File: config.mk
export PLATFORM = sky130hd
export DESIGN_NAME = serial_can_frame_deframer_flat
export DESIGN_NICKNAME = d
export VERILOG_FILES = /design/src/hdl/scfd_pkg.sv /design/src/hdl/scfd_req_if.sv /design/src/hdl/scfd_rsp_if.sv /design/src/hdl/scfd_queue.sv /design/src/hdl/scfd_parse.sv /design/src/hdl/scfd_drain.sv /design/src/hdl/serial_can_frame_deframer.sv /design/src/flat_wrapper.sv
export SDC_FILE = /design/constraint.sdc
export NUM_CORES = 2
export LEC_CHECK = 0
export CORE_MARGIN = 3
export CORE_UTILIZATION = 55
export DETAILED_ROUTE_END_ITERATION = 8
export DONT_BUFFER_PORTS = 1
export MAX_ROUTING_LAYER = met4
export PLACE_DENSITY = 0.84
export SETUP_SLACK_MARGIN = 0.2
export SKIP_LAST_GASP = 1
export SYNTH_ARGS = -nofsm -noshare
export SYNTH_HDL_FRONTEND = slang
export SYNTH_SLANG_ARGS = --single-unit
File: constraint.sdc
create_clock -name clock -period 4.7 [get_ports clock]
set_input_delay 0.47 -clock clock [delete_from_list [all_inputs] [get_ports clock]]
set_output_delay 0.47 -clock clock [all_outputs]
set_load 0.03 [all_outputs]
File: src/hdl/scfd_pkg.sv
// ---------------------------------------------------------------------------
// scfd_pkg
// Shared constants and types of the serial CAN frame deframer.
// ---------------------------------------------------------------------------
package scfd_pkg;

   // payload store capacity: default and upper bound of the range
   localparam int MAX_PAYLOAD_DEF = 64;
   localparam int MAX_PAYLOAD_TOP = 64;
   // wide enough for a payload count of 0..MAX_PAYLOAD_TOP
   localparam int CNT_W = $clog2(MAX_PAYLOAD_TOP + 1);
   localparam int QUEUE_DEPTH = 4;

   // serial byte codes
   localparam logic [7:0] ESC_BYTE    = 8'h7f;
   localparam logic [7:0] TYPE_STD    = 8'h80;
   localparam logic [7:0] TYPE_EXT    = 8'h81;
   localparam logic [7:0] ST_INIT_OK  = 8'h00;
   localparam logic [7:0] ST_INIT_ERR = 8'hff;
   localparam logic [7:0] ST_SEND_OK  = 8'h01;
   localparam logic [7:0] ST_SEND_ERR = 8'hfe;
   localparam logic [7:0] ST_WATCHDOG = 8'h02;

   // header lengths including type and length bytes
   localparam logic [8:0] HDR_STD   = 9'd4;
   localparam logic [8:0] HDR_EXT   = 9'd6;
   localparam logic [8:0] COUNT_MAX = 9'd511;

   // result kinds
   localparam logic [2:0] KIND_INIT_OK  = 3'd0;
   localparam logic [2:0] KIND_INIT_ERR = 3'd1;
   localparam logic [2:0] KIND_SEND_OK  = 3'd2;
   localparam logic [2:0] KIND_SEND_ERR = 3'd3;
   localparam logic [2:0] KIND_WATCHDOG = 3'd4;
   localparam logic [2:0] KIND_STD      = 3'd5;
   localparam logic [2:0] KIND_EXT      = 3'd6;

   // one finished frame or status event, handed from parser to drain
   typedef struct packed {
      logic [2:0]       kind;
      logic [31:0]      frame_id;
      logic [7:0]       frame_length;
      logic [CNT_W-1:0] count;
      logic             truncated;
      logic             bank;
   } job_type;

   // payload store write from the parser
   typedef struct packed {
      logic             valid;
      logic             bank;
      logic [CNT_W-2:0] index;
      logic [7:0]       data;
   } wr_type;

   // bank handed back by the drain after its last read
   typedef struct packed {
      logic valid;
      logic bank;
   } release_type;

endpackage

File: src/hdl/scfd_req_if.sv
// ---------------------------------------------------------------------------
// scfd_req_if
// Byte channel into the deframer: valid/ready with one raw serial byte.
// ---------------------------------------------------------------------------
interface scfd_req_if;
   logic       valid;
   logic       ready;
   logic [7:0] rx_byte;

   modport source (output valid, output rx_byte, input ready);
   modport sink   (input valid, input rx_byte, output ready);
endinterface

File: src/hdl/scfd_rsp_if.sv
// ---------------------------------------------------------------------------
// scfd_rsp_if
// Result channel out of the deframer: valid/ready with one result beat.
// ---------------------------------------------------------------------------
interface scfd_rsp_if;
   logic        valid;
   logic        ready;
   logic [2:0]  kind;
   logic [31:0] frame_id;
   logic [7:0]  frame_length;
   logic [7:0]  data_byte;
   logic        has_byte;
   logic        truncated;
   logic        last;

   modport source (output valid, output kind, output frame_id, output frame_length,
                   output data_byte, output has_byte, output truncated, output last,
                   input ready);
   modport sink   (input valid, input kind, input frame_id, input frame_length,
                   input data_byte, input has_byte, input truncated, input last,
                   output ready);
endinterface

File: src/hdl/scfd_queue.sv
// ---------------------------------------------------------------------------
// scfd_queue
// Small register FIFO of finished jobs between parser and drain.
// ---------------------------------------------------------------------------
module scfd_queue
   import scfd_pkg::*;
(
   input  logic    clock,
   input  logic    reset,
   input  logic    push,
   input  job_type push_job,
   input  logic    pop,
   output job_type head_job,
   output logic    empty,
   output logic    full
);

   localparam int PTR_W = $clog2(QUEUE_DEPTH);
   localparam logic [PTR_W:0] DEPTH_CNT = (PTR_W + 1)'(QUEUE_DEPTH);

   job_type          slot_ff [QUEUE_DEPTH];
   logic [PTR_W-1:0] wptr_ff, wptr_in;
   logic [PTR_W-1:0] rptr_ff, rptr_in;
   logic [PTR_W:0]   fill_ff, fill_in;
   logic             do_push, do_pop;

   assign empty    = (fill_ff == '0);
   assign full     = (fill_ff == DEPTH_CNT);
   assign head_job = slot_ff[rptr_ff];
   assign do_push  = push && !full;
   assign do_pop   = pop && !empty;

   always_comb begin
      wptr_in = wptr_ff;
      rptr_in = rptr_ff;
      fill_in = fill_ff;
      if (do_push) begin
         wptr_in = (wptr_ff == PTR_W'(QUEUE_DEPTH - 1)) ? '0 : wptr_ff + 1'b1;
      end
      if (do_pop) begin
         rptr_in = (rptr_ff == PTR_W'(QUEUE_DEPTH - 1)) ? '0 : rptr_ff + 1'b1;
      end
      case ({do_push, do_pop})
         2'b10:   fill_in = fill_ff + 1'b1;
         2'b01:   fill_in = fill_ff - 1'b1;
         default: fill_in = fill_ff;
      endcase
   end

   always_ff @(posedge clock) begin
      if (reset) begin
         wptr_ff <= '0;
         rptr_ff <= '0;
         fill_ff <= '0;
      end else begin
         wptr_ff <= wptr_in;
         rptr_ff <= rptr_in;
         fill_ff <= fill_in;
      end
   end

   always_ff @(posedge clock) begin
      if (do_push) begin
         slot_ff[wptr_ff] <= push_job;
      end
   end

endmodule

File: src/hdl/scfd_parse.sv
// ---------------------------------------------------------------------------
// scfd_parse
// Front end: unescapes the byte stream, tracks frame position, collects
// header fields, writes payload bytes and queues finished frames/events.
// ---------------------------------------------------------------------------
module scfd_parse
   import scfd_pkg::*;
#(
   parameter int MAX_PAYLOAD = MAX_PAYLOAD_DEF
)(
   input  logic        clock,
   input  logic        reset,
   scfd_req_if.sink    req_chan,
   input  logic        q_full,
   input  release_type rel,
   output logic        q_push,
   output job_type     q_job,
   output wr_type      wr
);

   localparam logic [8:0]       MAX_P9 = 9'(MAX_PAYLOAD);
   localparam logic [7:0]       MAX_P8 = 8'(MAX_PAYLOAD);
   localparam logic [CNT_W-1:0] MAX_N  = CNT_W'(MAX_PAYLOAD);

   logic        esc_ff, esc_in;
   logic [8:0]  count_ff, count_in;
   logic [7:0]  type_ff, type_in;
   logic [7:0]  len_ff, len_in;
   logic [31:0] id_ff, id_in;
   logic        bank_ff, bank_in;
   logic [1:0]  busy_ff, busy_in;

   logic        accept;
   logic [7:0]  b;
   logic [8:0]  pos;
   logic [8:0]  hdr;
   logic [8:0]  pos_next;
   logic [8:0]  pay_idx;
   logic        trunc;
   logic [CNT_W-1:0] n_bytes;

   assign req_chan.ready = !q_full && !busy_ff[bank_ff];
   assign accept = req_chan.valid && req_chan.ready;
   assign b      = req_chan.rx_byte;

   always_comb begin
      esc_in   = esc_ff;
      count_in = count_ff;
      type_in  = type_ff;
      len_in   = len_ff;
      id_in    = id_ff;
      bank_in  = bank_ff;
      busy_in  = busy_ff;
      q_push   = 1'b0;
      q_job    = '0;
      wr       = '0;
      wr.bank  = bank_ff;
      wr.data  = b;
      pos      = ((b != ESC_BYTE) && esc_ff) ? 9'd0 : count_ff;
      hdr      = (type_ff == TYPE_STD) ? HDR_STD : HDR_EXT;
      pos_next = pos + 9'd1;
      pay_idx  = pos - hdr;
      wr.index = pay_idx[CNT_W-2:0];
      trunc    = (len_ff > MAX_P8);
      n_bytes  = trunc ? MAX_N : len_ff[CNT_W-1:0];

      if (rel.valid) begin
         busy_in[rel.bank] = 1'b0;
      end

      if (accept) begin
         if ((b == ESC_BYTE) && !esc_ff) begin
            esc_in = 1'b1;
         end else begin
            esc_in = 1'b0;
            if (pos == 9'd0) begin
               type_in  = b;
               len_in   = 8'd0;
               id_in    = 32'd0;
               count_in = 9'd0;
               q_job    = '0;
               case (b)
                  ST_INIT_OK: begin
                     q_push = 1'b1;
                     q_job.kind = KIND_INIT_OK;
                  end
                  ST_INIT_ERR: begin
                     q_push = 1'b1;
                     q_job.kind = KIND_INIT_ERR;
                  end
                  ST_SEND_OK: begin
                     q_push = 1'b1;
                     q_job.kind = KIND_SEND_OK;
                  end
                  ST_SEND_ERR: begin
                     q_push = 1'b1;
                     q_job.kind = KIND_SEND_ERR;
                  end
                  ST_WATCHDOG: begin
                     q_push = 1'b1;
                     q_job.kind = KIND_WATCHDOG;
                  end
                  default: begin
                     count_in = 9'd1;
                  end
               endcase
            end else if ((type_ff == TYPE_STD) || (type_ff == TYPE_EXT)) begin
               count_in = pos_next;
               if (pos == 9'd1) begin
                  len_in = b;
               end else if (pos < hdr) begin
                  id_in = {id_ff[23:0], b};
               end else if (pay_idx < MAX_P9) begin
                  wr.valid = 1'b1;
               end
               // length byte sits at position one, so len_ff is current here
               if ((pos_next >= hdr) && (pos_next >= hdr + {1'b0, len_ff})) begin
                  q_push             = 1'b1;
                  q_job.kind         = (type_ff == TYPE_STD) ? KIND_STD : KIND_EXT;
                  // an empty frame ends on its last id byte
                  q_job.frame_id     = id_in;
                  q_job.frame_length = len_ff;
                  q_job.count        = n_bytes;
                  q_job.truncated    = trunc;
                  q_job.bank         = bank_ff;
                  count_in           = 9'd0;
                  if (n_bytes != '0) begin
                     busy_in[bank_ff] = 1'b1;
                     bank_in          = !bank_ff;
                  end
               end
            end else begin
               count_in = (count_ff == COUNT_MAX) ? count_ff : count_ff + 9'd1;
            end
         end
      end
   end

   always_ff @(posedge clock) begin
      if (reset) begin
         esc_ff   <= 1'b0;
         count_ff <= 9'd0;
         type_ff  <= 8'd0;
         len_ff   <= 8'd0;
         id_ff    <= 32'd0;
         bank_ff  <= 1'b0;
         busy_ff  <= 2'b00;
      end else begin
         esc_ff   <= esc_in;
         count_ff <= count_in;
         type_ff  <= type_in;
         len_ff   <= len_in;
         id_ff    <= id_in;
         bank_ff  <= bank_in;
         busy_ff  <= busy_in;
      end
   end

   a_push_has_room: assert property (@(posedge clock) disable iff (reset)
      q_push |-> !q_full)
      else $error("job pushed into a full queue");

   a_write_free_bank: assert property (@(posedge clock) disable iff (reset)
      wr.valid |-> !busy_ff[wr.bank])
      else $error("payload write into a bank still being drained");

   a_release_busy: assert property (@(posedge clock) disable iff (reset)
      rel.valid |-> busy_ff[rel.bank])
      else $error("release of a bank that was not busy");

endmodule

File: src/hdl/scfd_drain.sv
// ---------------------------------------------------------------------------
// scfd_drain
// Back end: holds the two-bank payload store and turns queued jobs into
// result beats, one stored byte per beat.
// ---------------------------------------------------------------------------
module scfd_drain
   import scfd_pkg::*;
#(
   parameter int MAX_PAYLOAD = MAX_PAYLOAD_DEF
)(
   input  logic        clock,
   input  logic        reset,
   input  wr_type      wr,
   input  logic        q_empty,
   input  job_type     q_head,
   output logic        q_pop,
   output release_type rel,
   scfd_rsp_if.source  rsp_chan
);

   localparam int ADDR_W = $clog2(2 * MAX_PAYLOAD);
   localparam logic [ADDR_W-1:0] BANK_OFS = ADDR_W'(MAX_PAYLOAD);

   logic [7:0] mem [2 * MAX_PAYLOAD];
   logic [7:0] mem_q_ff;

   logic             active_ff, active_in;
   job_type          job_ff, job_in;
   logic [CNT_W-1:0] idx_ff, idx_in;

   logic        rsp_valid_ff, rsp_valid_in;
   logic [2:0]  kind_ff;
   logic [31:0] id_ff;
   logic [7:0]  len_ff;
   logic        has_ff;
   logic        trunc_ff;
   logic        last_ff;

   job_type          cur;
   logic [CNT_W-1:0] cur_idx;
   logic             advance, issue, final_beat, rd_en;
   logic [ADDR_W-1:0] waddr, raddr;

   assign waddr = wr.bank ? BANK_OFS + ADDR_W'(wr.index) : ADDR_W'(wr.index);

   always_comb begin
      cur        = active_ff ? job_ff : q_head;
      cur_idx    = active_ff ? idx_ff : '0;
      advance    = !rsp_valid_ff || rsp_chan.ready;
      issue      = advance && (active_ff || !q_empty);
      final_beat = (cur.count == '0) || (cur_idx + 1'b1 == cur.count);
      rd_en      = issue && (cur.count != '0);
      raddr      = cur.bank ? BANK_OFS + ADDR_W'(cur_idx) : ADDR_W'(cur_idx);
      q_pop      = issue && !active_ff;
      rel.valid  = issue && final_beat && (cur.count != '0);
      rel.bank   = cur.bank;

      active_in    = active_ff;
      job_in       = job_ff;
      idx_in       = idx_ff;
      rsp_valid_in = advance ? issue : rsp_valid_ff;
      if (issue) begin
         active_in = !final_beat;
         job_in    = cur;
         idx_in    = cur_idx + 1'b1;
      end
   end

   always_ff @(posedge clock) begin
      if (wr.valid) begin
         mem[waddr] <= wr.data;
      end
      if (rd_en) begin
         mem_q_ff <= mem[raddr];
      end
   end

   always_ff @(posedge clock) begin
      if (reset) begin
         active_ff    <= 1'b0;
         rsp_valid_ff <= 1'b0;
      end else begin
         active_ff    <= active_in;
         rsp_valid_ff <= rsp_valid_in;
      end
   end

   always_ff @(posedge clock) begin
      job_ff <= job_in;
      idx_ff <= idx_in;
      if (issue) begin
         kind_ff  <= cur.kind;
         id_ff    <= cur.frame_id;
         len_ff   <= cur.frame_length;
         has_ff   <= (cur.count != '0);
         trunc_ff <= cur.truncated;
         last_ff  <= final_beat;
      end
   end

   assign rsp_chan.valid        = rsp_valid_ff;
   assign rsp_chan.kind         = kind_ff;
   assign rsp_chan.frame_id     = id_ff;
   assign rsp_chan.frame_length = len_ff;
   assign rsp_chan.data_byte    = has_ff ? mem_q_ff : 8'd0;
   assign rsp_chan.has_byte     = has_ff;
   assign rsp_chan.truncated    = trunc_ff;
   assign rsp_chan.last         = last_ff;

   a_idx_in_range: assert property (@(posedge clock) disable iff (reset)
      active_ff |-> (idx_ff < job_ff.count))
      else $error("drain index ran past the job's byte count");

   a_status_beat: assert property (@(posedge clock) disable iff (reset)
      (rsp_valid_ff && (kind_ff != KIND_STD) && (kind_ff != KIND_EXT))
         |-> (!has_ff && last_ff && (id_ff == 32'd0)))
      else $error("status event beat carries frame data");

   a_no_pop_midjob: assert property (@(posedge clock) disable iff (reset)
      active_ff |-> !q_pop)
      else $error("queue popped while a frame is still draining");

endmodule

File: src/hdl/serial_can_frame_deframer.sv
// ---------------------------------------------------------------------------
// serial_can_frame_deframer
// Rebuilds CAN frames and status events from an escaped serial byte stream.
// ---------------------------------------------------------------------------
// req_chan carries one received byte per beat; rsp_chan carries results.
// 0x7f starts a frame, 0x7f 0x7f is a literal 0x7f. Status frames give one
// beat; standard (0x80) and extended (0x81) frames give one beat per stored
// payload byte, or one beat for an empty payload, with last on the final one.
// The first result of a completed frame or event passes through the job
// queue and then the output register before it is valid on rsp_chan.
// Throughput: the parser takes one byte per cycle while req_chan.ready is
// high; the drain sends one beat per cycle while rsp_chan is not stalled.
// Payload goes into one of two banks; while the drain still reads the bank
// the parser wants next, or the four-entry job queue is full, ready stays
// low, so a frame can hold the input only once the next finishes behind it.
// Reset (synchronous) clears the parser state, the queue and the output
// register; the payload store needs no clearing.
// A stall on rsp_chan holds the output beat; the queue and the second bank
// keep taking bytes until they fill, then ready drops.
// ---------------------------------------------------------------------------
module serial_can_frame_deframer
   import scfd_pkg::*;
#(
   parameter int MAX_PAYLOAD = MAX_PAYLOAD_DEF
)(
   input  logic       clock,
   input  logic       reset,
   scfd_req_if.sink   req_chan,
   scfd_rsp_if.source rsp_chan
);

   logic        q_push, q_pop, q_empty, q_full;
   job_type     q_job, q_head;
   wr_type      wr;
   release_type rel;

   scfd_parse #(.MAX_PAYLOAD(MAX_PAYLOAD)) u_parse (
      .clock    (clock),
      .reset    (reset),
      .req_chan (req_chan),
      .q_full   (q_full),
      .rel      (rel),
      .q_push   (q_push),
      .q_job    (q_job),
      .wr       (wr)
   );

   scfd_queue u_queue (
      .clock    (clock),
      .reset    (reset),
      .push     (q_push),
      .push_job (q_job),
      .pop      (q_pop),
      .head_job (q_head),
      .empty    (q_empty),
      .full     (q_full)
   );

   scfd_drain #(.MAX_PAYLOAD(MAX_PAYLOAD)) u_drain (
      .clock    (clock),
      .reset    (reset),
      .wr       (wr),
      .q_empty  (q_empty),
      .q_head   (q_head),
      .q_pop    (q_pop),
      .rel      (rel),
      .rsp_chan (rsp_chan)
   );

endmodule
File: src/flat_wrapper.sv
// flat-port wrapper written by rule: the top's interface ports become plain ports
module serial_can_frame_deframer_flat import scfd_pkg::*;
#(
   parameter int MAX_PAYLOAD = MAX_PAYLOAD_DEF
)
  (clock, reset, req_chan_valid, req_chan_rx_byte, req_chan_ready, rsp_chan_valid, rsp_chan_kind, rsp_chan_frame_id, rsp_chan_frame_length, rsp_chan_data_byte, rsp_chan_has_byte, rsp_chan_truncated, rsp_chan_last, rsp_chan_ready);
  scfd_req_if req_chan_i ();
  scfd_rsp_if rsp_chan_i ();
  input  logic clock;
  input  logic reset;
  input wire logic [$bits(req_chan_i.valid)-1:0] req_chan_valid;
  input wire logic [$bits(req_chan_i.rx_byte)-1:0] req_chan_rx_byte;
  output wire logic [$bits(req_chan_i.ready)-1:0] req_chan_ready;
  output wire logic [$bits(rsp_chan_i.valid)-1:0] rsp_chan_valid;
  output wire logic [$bits(rsp_chan_i.kind)-1:0] rsp_chan_kind;
  output wire logic [$bits(rsp_chan_i.frame_id)-1:0] rsp_chan_frame_id;
  output wire logic [$bits(rsp_chan_i.frame_length)-1:0] rsp_chan_frame_length;
  output wire logic [$bits(rsp_chan_i.data_byte)-1:0] rsp_chan_data_byte;
  output wire logic [$bits(rsp_chan_i.has_byte)-1:0] rsp_chan_has_byte;
  output wire logic [$bits(rsp_chan_i.truncated)-1:0] rsp_chan_truncated;
  output wire logic [$bits(rsp_chan_i.last)-1:0] rsp_chan_last;
  input wire logic [$bits(rsp_chan_i.ready)-1:0] rsp_chan_ready;
  assign req_chan_i.valid = req_chan_valid;
  assign req_chan_i.rx_byte = req_chan_rx_byte;
  assign req_chan_ready = req_chan_i.ready;
  assign rsp_chan_valid = rsp_chan_i.valid;
  assign rsp_chan_kind = rsp_chan_i.kind;
  assign rsp_chan_frame_id = rsp_chan_i.frame_id;
  assign rsp_chan_frame_length = rsp_chan_i.frame_length;
  assign rsp_chan_data_byte = rsp_chan_i.data_byte;
  assign rsp_chan_has_byte = rsp_chan_i.has_byte;
  assign rsp_chan_truncated = rsp_chan_i.truncated;
  assign rsp_chan_last = rsp_chan_i.last;
  assign rsp_chan_i.ready = rsp_chan_ready;
  serial_can_frame_deframer #(.MAX_PAYLOAD(MAX_PAYLOAD)) u_core (.clock(clock), .reset(reset), .req_chan(req_chan_i), .rsp_chan(rsp_chan_i));
endmodule
# Word level (Yosys, flattened, before mapping)
# Memories as Yosys holds them, arrays and structs flattened. A register that Yosys moved wholly into a read port is not among the register bits.
# Cells that the tools add are included.
# classes
add_sub_neg	11
muxes	63
bitwise_logic	6
reduce_logical	42
n_eq_ne	17
n_lt_le_gt_ge	9
# ops
operator	count
$mux W52	6
$mux W32	4
$mux W9	5
$eq A8 B8 Y1 const B	4
$mux W8	4
$mux W7	4
$mux W2	13
$mux W1	23
$add A9 B1 Y9 const B	2
$logic_and A1 B1 Y1	14
$reduce_bool A7 Y1	2
$pmux W3 S4	1
$add A3 B8 Y9	1
$eq A9 B1 Y1 const B	1
$eq A9 B9 Y1 const B	1
$ge A9 B3 Y1	1
$ge A9 B9 Y1	1
$logic_not A9 Y1	1
$lt A9 B3 Y1	1
$lt A9 B7 Y1 const B	1
$reduce_and A3 Y1	3
$sub A9 B3 Y9	1
$eq A8 B1 Y1 const B	1
$eq A8 B2 Y1 const B	1
other kinds (32)	52
# word_totals
memories	2
out_inout_bits	56
reg_bits	131
elab_cells	171
ramBits	1232
# mem_list
memory	depth	word_bits	rd	rd_clocked_by_memory_dff	wr	line_no	text
u_core.u_drain.mem	128	8	1	1	1	scfd_drain.sv:24	logic [7:0] mem [2 * MAX_PAYLOAD];
u_core.u_queue.slot_ff	4	52	1	1	1	scfd_queue.sv:21	job_type slot_ff [QUEUE_DEPTH];

# Longest topological paths before layout
# logic_depth
word_depth	15
mapped_depth	24
depth_no_buf	23

# By module
# Synthesis repeated with hierarchy kept, for this count alone.
# unflattened
hier_cells	3575
hier_area_um2	56285.2
# modules_own_cells
mod	area_per_inst_um2	instances	cells_per_inst
scfd_drain	44342.5	1	2716
scfd_queue	7982.7	1	326
scfd_parse	3960.0	1	533

# Worst setup path after synthesis
# Ideal clock, no wire load.
# synth_timing
path_kind	input port to flip-flop
startpoint	in req_chan_rx_byte[6]
endpoint	mem u_core.u_queue.slot_ff[0][0] (netlist bit) (enable)
setup_ns	0.415
setup_slack_ns	-0.398
n_path_buf	1
stages	18
arrival_ns	4.683
t_required_ns	4.285
cell_sequence	nand4_2 -> o31ai_4 -> buf_2 -> nand2_1 -> inv_1 -> ha_1 -> nand3_1 -> nor3_1 -> xnor2_1 -> nor2_1 -> ha_1 -> a21o_1 -> a211oi_1 -> o21ai_0 -> o221a_2 -> o211ai_4 -> a21oi_4 -> and2_1
# synth_between
elab_chain_cells	14
word_cells_on_any_way	25
# synth_lines
item	line_no	text
start, declared	flat_wrapper.sv:12	input wire logic [$bits(req_chan_i.rx_byte)-1:0] req_chan_rx_byte;
$ne A8 B7 Y1	scfd_parse.sv:59	pos = ((b != ESC_BYTE) && esc_ff) ? 9'd0 : count_ff;
$logic_and A1 B1 Y1	scfd_parse.sv:59	
$mux W9	scfd_parse.sv:59	
$add A9 B1 Y9	scfd_parse.sv:61	pos_next = pos + 9'd1;
$ge A9 B3 Y1 or $ge A9 B9 Y1 (tied branches)	scfd_parse.sv:117	if ((pos_next >= hdr) && (pos_next >= hdr + {1'b0, len_ff})) begin
$logic_and A1 B1 Y1	scfd_parse.sv:117	
$mux W1	scfd_parse.sv:117	
$mux W1	scfd_parse.sv:107	end else if ((type_ff == TYPE_STD) || (type_ff == TYPE_EXT)) begin
$mux W1	scfd_parse.sv:76	if (pos == 9'd0) begin
$mux W1 (*)	scfd_parse.sv:72	if ((b == ESC_BYTE) && !esc_ff) begin
$mux W1 (*)	scfd_parse.sv:71	if (accept) begin
$logic_and A1 B1 Y1 (*)	scfd_queue.sv:30	assign do_push = push && !full;
$mux W1 (*)	scfd_queue.sv:63	if (do_push) begin
$mux W1 (implied by the code) (*)	scfd_queue.sv:64	slot_ff[wptr_ff] <= push_job;
end, declared	scfd_queue.sv:21	
# Every way passes the cells marked *; elsewhere a longest branch is shown, timed or not.

# Worst setup path in the final report
# layout_timing
startpoint	reg u_core.u_drain.idx_ff[1]
endpoint	reg u_core.u_parse.busy_ff[0]
# layout_between
elab_chain_cells	14
# layout_lines
item	line_no	text
start, declared	scfd_drain.sv:29	logic [CNT_W-1:0] idx_ff, idx_in;
start signal, assigned	scfd_drain.sv:90	idx_ff <= idx_in;
$mux W7 (*)	scfd_drain.sv:48	cur_idx = active_ff ? idx_ff : '0;
$add A7 B1 Y7 (*)	scfd_drain.sv:51	final_beat = (cur.count == '0) || (cur_idx + 1'b1 == cur.count);
$eq A7 B7 Y1 (*)	scfd_drain.sv:51	
$logic_or A1 B1 Y1 (*)	scfd_drain.sv:51	
$logic_and A1 B1 Y1 (*) (2 in a row)	scfd_drain.sv:55	rel.valid = issue && final_beat && (cur.count != '0);
$mux W2 (*)	scfd_parse.sv:67	if (rel.valid) begin
$or A2 B2 Y2 (no line)	--	
$mux W2	scfd_parse.sv:127	if (n_bytes != '0) begin
$mux W2	scfd_parse.sv:117	
$mux W2	scfd_parse.sv:107	
$mux W2	scfd_parse.sv:76	
$mux W2	scfd_parse.sv:72	
$mux W2 (*)	scfd_parse.sv:71	
end signal, assigned	scfd_parse.sv:155	busy_ff <= busy_in;
end, declared	scfd_parse.sv:31	logic [1:0] busy_ff, busy_in;
# Marks and branches as above.
# A chain may end at the register's enable or synchronous reset.

==> metrics.txt <==
via count approximately 31000; worst slew pin tran 1090 ps; Seq cells post-synth roughly 1400; Post-Syn Area 55100 um2; power density over the cells ~530 nW/um2; Hold Path Class in -> reg; crit end category register; CTS Buf Count 134; grt total ovfl 0; Synth Area in Compound Gates 0.0424; element type at the critical path start register; Min Clock Period, post-route approximately 4300 ps; routed len/inst 31.6 um; post-synthesis cell count 2984; library cells used by synthesis 78; asr flop ratio synth 0; mux cell area share after synthesis 0.134; Bufs and invs on worst path 1; most used cells in the layout excluding fill and tap cells edfxtp_1, mux4_2, nor2_1, nand2_1, buf_4; vias per cell around 6.9; gpl congestion 0.894; Final Skew 42.5 ps; clock sinks 1373; Synth Area in Adders 0.00581; layout cells sized above 1 0.241; CP arrival 4870 ps; vias in the first global route 31040; Clock Tree Buf Depth 3; Die ar. 104000 um2; largest net degree at the start of global routing around 130; Synth area leader edfxtp_1; fmax 0.235 GHz; first-pass iteration count of the detailed router 7; Root Driver clkbuf_16; Rel. slew slack 0.271; outcome completed; Synth Area in XOR/XNOR 0.00545; critical path required time 5310 ps; post-detail-place hpwl 72200 um; TNS Setup 0 ps; Initial DRC Count approximately 5100; clock latency on the worst-skew pair 750 ps; CTS tree built; Lkg Pwr 19.8 nW; antenna viol nets, final 0; dpl cell area 57200 um2; nets 3148; peak supply drop about 0.50 mV; Most used DFF post-synth edfxtp_1; final hold vios 0; CP Max Fanout 22; GRT Resource Usage Total 0.286; Remaining DRCs 0; top cell type's share of synthesized area 0.709; H-tree depth 4; Synth Area in Simple Gates 0.0536; Max Slew Vio Count 0; first-pass GRT wire length 211000 um; initial antenna violation count 5; Die Wd 323 um; max cap viols 0; Port Buf Inserts 0; crit path cell chain nand2_2 -> inv_1 -> ha_1 -> nand2_1 -> nor2_1 -> xor3_1 -> o31ai_1 -> o211ai_1 -> nor3_1 -> o2bb2ai_1; Critical Path Slowest Stage Cell edfxtp_1; crit-path max cell delay 860 ps; RSZ-0062 raised after global routing no; cell row count 115; Routed WL 143000 um; Area contributors post-synth edfxtp_1, mux4_2, dfxtp_1; Syn Area/Cell 18.5 um2; CP top delay family simple AND/OR/NAND/NOR gates; die height 323 um; Post-synth EDFFs ~1300; most common cell after layout, fill and taps aside edfxtp_1; initial cell density of the core 0.557; Synthesis Warnings 0; IO Count 68; clock-pin slew on the worst setup and hold paths roughly 70 ps; Layout Cell Area excl Fill 61900 um2; Crit Path Class reg -> reg; register area share after synthesis 0.735; main combinational cell family by area after synthesis multiplexers; Tcrit/Tclk final 0.906; P&R area growth vs syn 12.3%; endpoints failing setup 0; core region area 98900 um2; syn_nets ~3000
path summary, 6_finish.rpt:
check / from / endpoint / slack [ps] / depth (start not counted)
worst min-delay path: reset / u_core.u_parse.count_ff[0]$_SDFFE_PP0P_ / 40 / 2
worst max register to register: u_core.u_drain.idx_ff[1]$_DFFE_PP_ / u_core.u_parse.busy_ff[0]$_SDFF_PP0_ / 440 / 10
worst min register to register: u_core.u_parse.id_ff[24]$_SDFFE_PP0P_ / u_core.u_parse.id_ff[24]$_SDFFE_PP0P_ / 480 / 1
worst max-delay path: u_core.u_drain.idx_ff[1]$_DFFE_PP_ / u_core.u_parse.busy_ff[0]$_SDFF_PP0_ / 440 / 10
worst reg2reg max path, cell delays in order, from the launching register on:
cell and delay [ps]:
edfxtp_1 860, nand2_2 640, inv_1 230, ha_1 320, nand2_1 130, nor2_1 250, xor3_1 270, o31ai_1 360
o211ai_1 320, nor3_1 630, o2bb2ai_1 100
area by class of cell:
class / count / area (um2)
flip-flops and latches: 1373 / 40500
fillers: 6017 / 37000
multi-input cells: 1362 / 13400
clock buffers: 163 / 3540
repair buffers: 213 / 1860
well taps: 1287 / 1610
clock inverters: 83 / 806
inverters: 27 / 109
diodes: 5 / 12.5
cell families (layout without fill, tap and decap cells):
family | after synthesis | after routing
muxes | 354 | 354
AOI/OAI and AO/OA | 312 | 312
adders and majority gates | 25 | 25
DFF | 1373 | 1373
xor gates and xnor gates | 31 | 31
and+or+nand+nor | 640 | 640
other | 0 | 5
buffers and inverters | 249 | 486
cells in the mapped netlist, types with 27 or more instances:
cell type  number
and2_1         87
clkbuf_1       72
mux4_2        308
nor2_1        211
buf_4          61
a31oi_1        27
a21oi_1        46
a22o_1         36
buf_2          70
nand3_1        27
dfxtp_1        72
nand2_1       207
edfxtp_1     1301
mux2i_1        43
a211oi_1       69
routing by layer:
layer,part of all wire,vias to the layer above,track usage
met3,0.13,623,0.0807
met2,0.48,2838,0.445
met1,0.33,15371,0.352
li1,-,12191,-
met4,0.057,0,0.131
met5,0,-,-
state kept, by name, summed over array words and instances, names as in the netlist, 2 cells and up, named ones only:
name / count
u_core.u_drain.job_ff: 8
u_core.u_parse.type_ff: 8
u_core.u_parse.count_ff: 9
u_core.u_queue.slot_ff: 208
u_core.u_queue.fill_ff: 3
u_core.u_queue.rptr_ff: 2
u_core.u_parse.busy_ff: 2
u_core.u_drain.rsp_chan.frame_length: 8
u_core.u_parse.len_ff: 8
u_core.u_queue.wptr_ff: 2
u_core.u_drain.rsp_chan.kind: 3
u_core.u_drain.mem: 1024
u_core.u_parse.id_ff: 32
u_core.u_drain.rsp_chan.frame_id: 32
u_core.u_drain.mem_q_ff: 8
u_core.u_drain.idx_ff: 7
per-stage QoR:
stage | hold WS (ps) | cells | setup slack, ps | power (W) | utilization
finish | 43.0 | 4513 | 443 | 0.0328 | 0.626
global route | 28.0 | 4513 | 216 | 0.0336 | 0.626
CTS | 4.33 | 4504 | 264 | 0.0325 | 0.625
detailed placement | 470 | 4246 | 28.3 | 0.0216 | 0.579
global placement | 462 | 4246 | 140 | 0.0215 | 0.579
floorplan | 449 | 2984 | 223 | 0.0200 | -
report_power, final:
group	switching (W)	internal, W	leakage, nW
clock	0.00476	0.00600	2.13
combinational	0.00436	0.00283	5.31
sequential	0.000785	0.0141	12.3
what timing repair did:
action	4_1_cts	5_1_grt
gates resized for setup	0	6
hold endpoints to repair	1071	0
hold buffers	12	0
endpoints found under the setup margin	0	3
buffers inserted	0	4
Power figures use the tool's default switching activity.
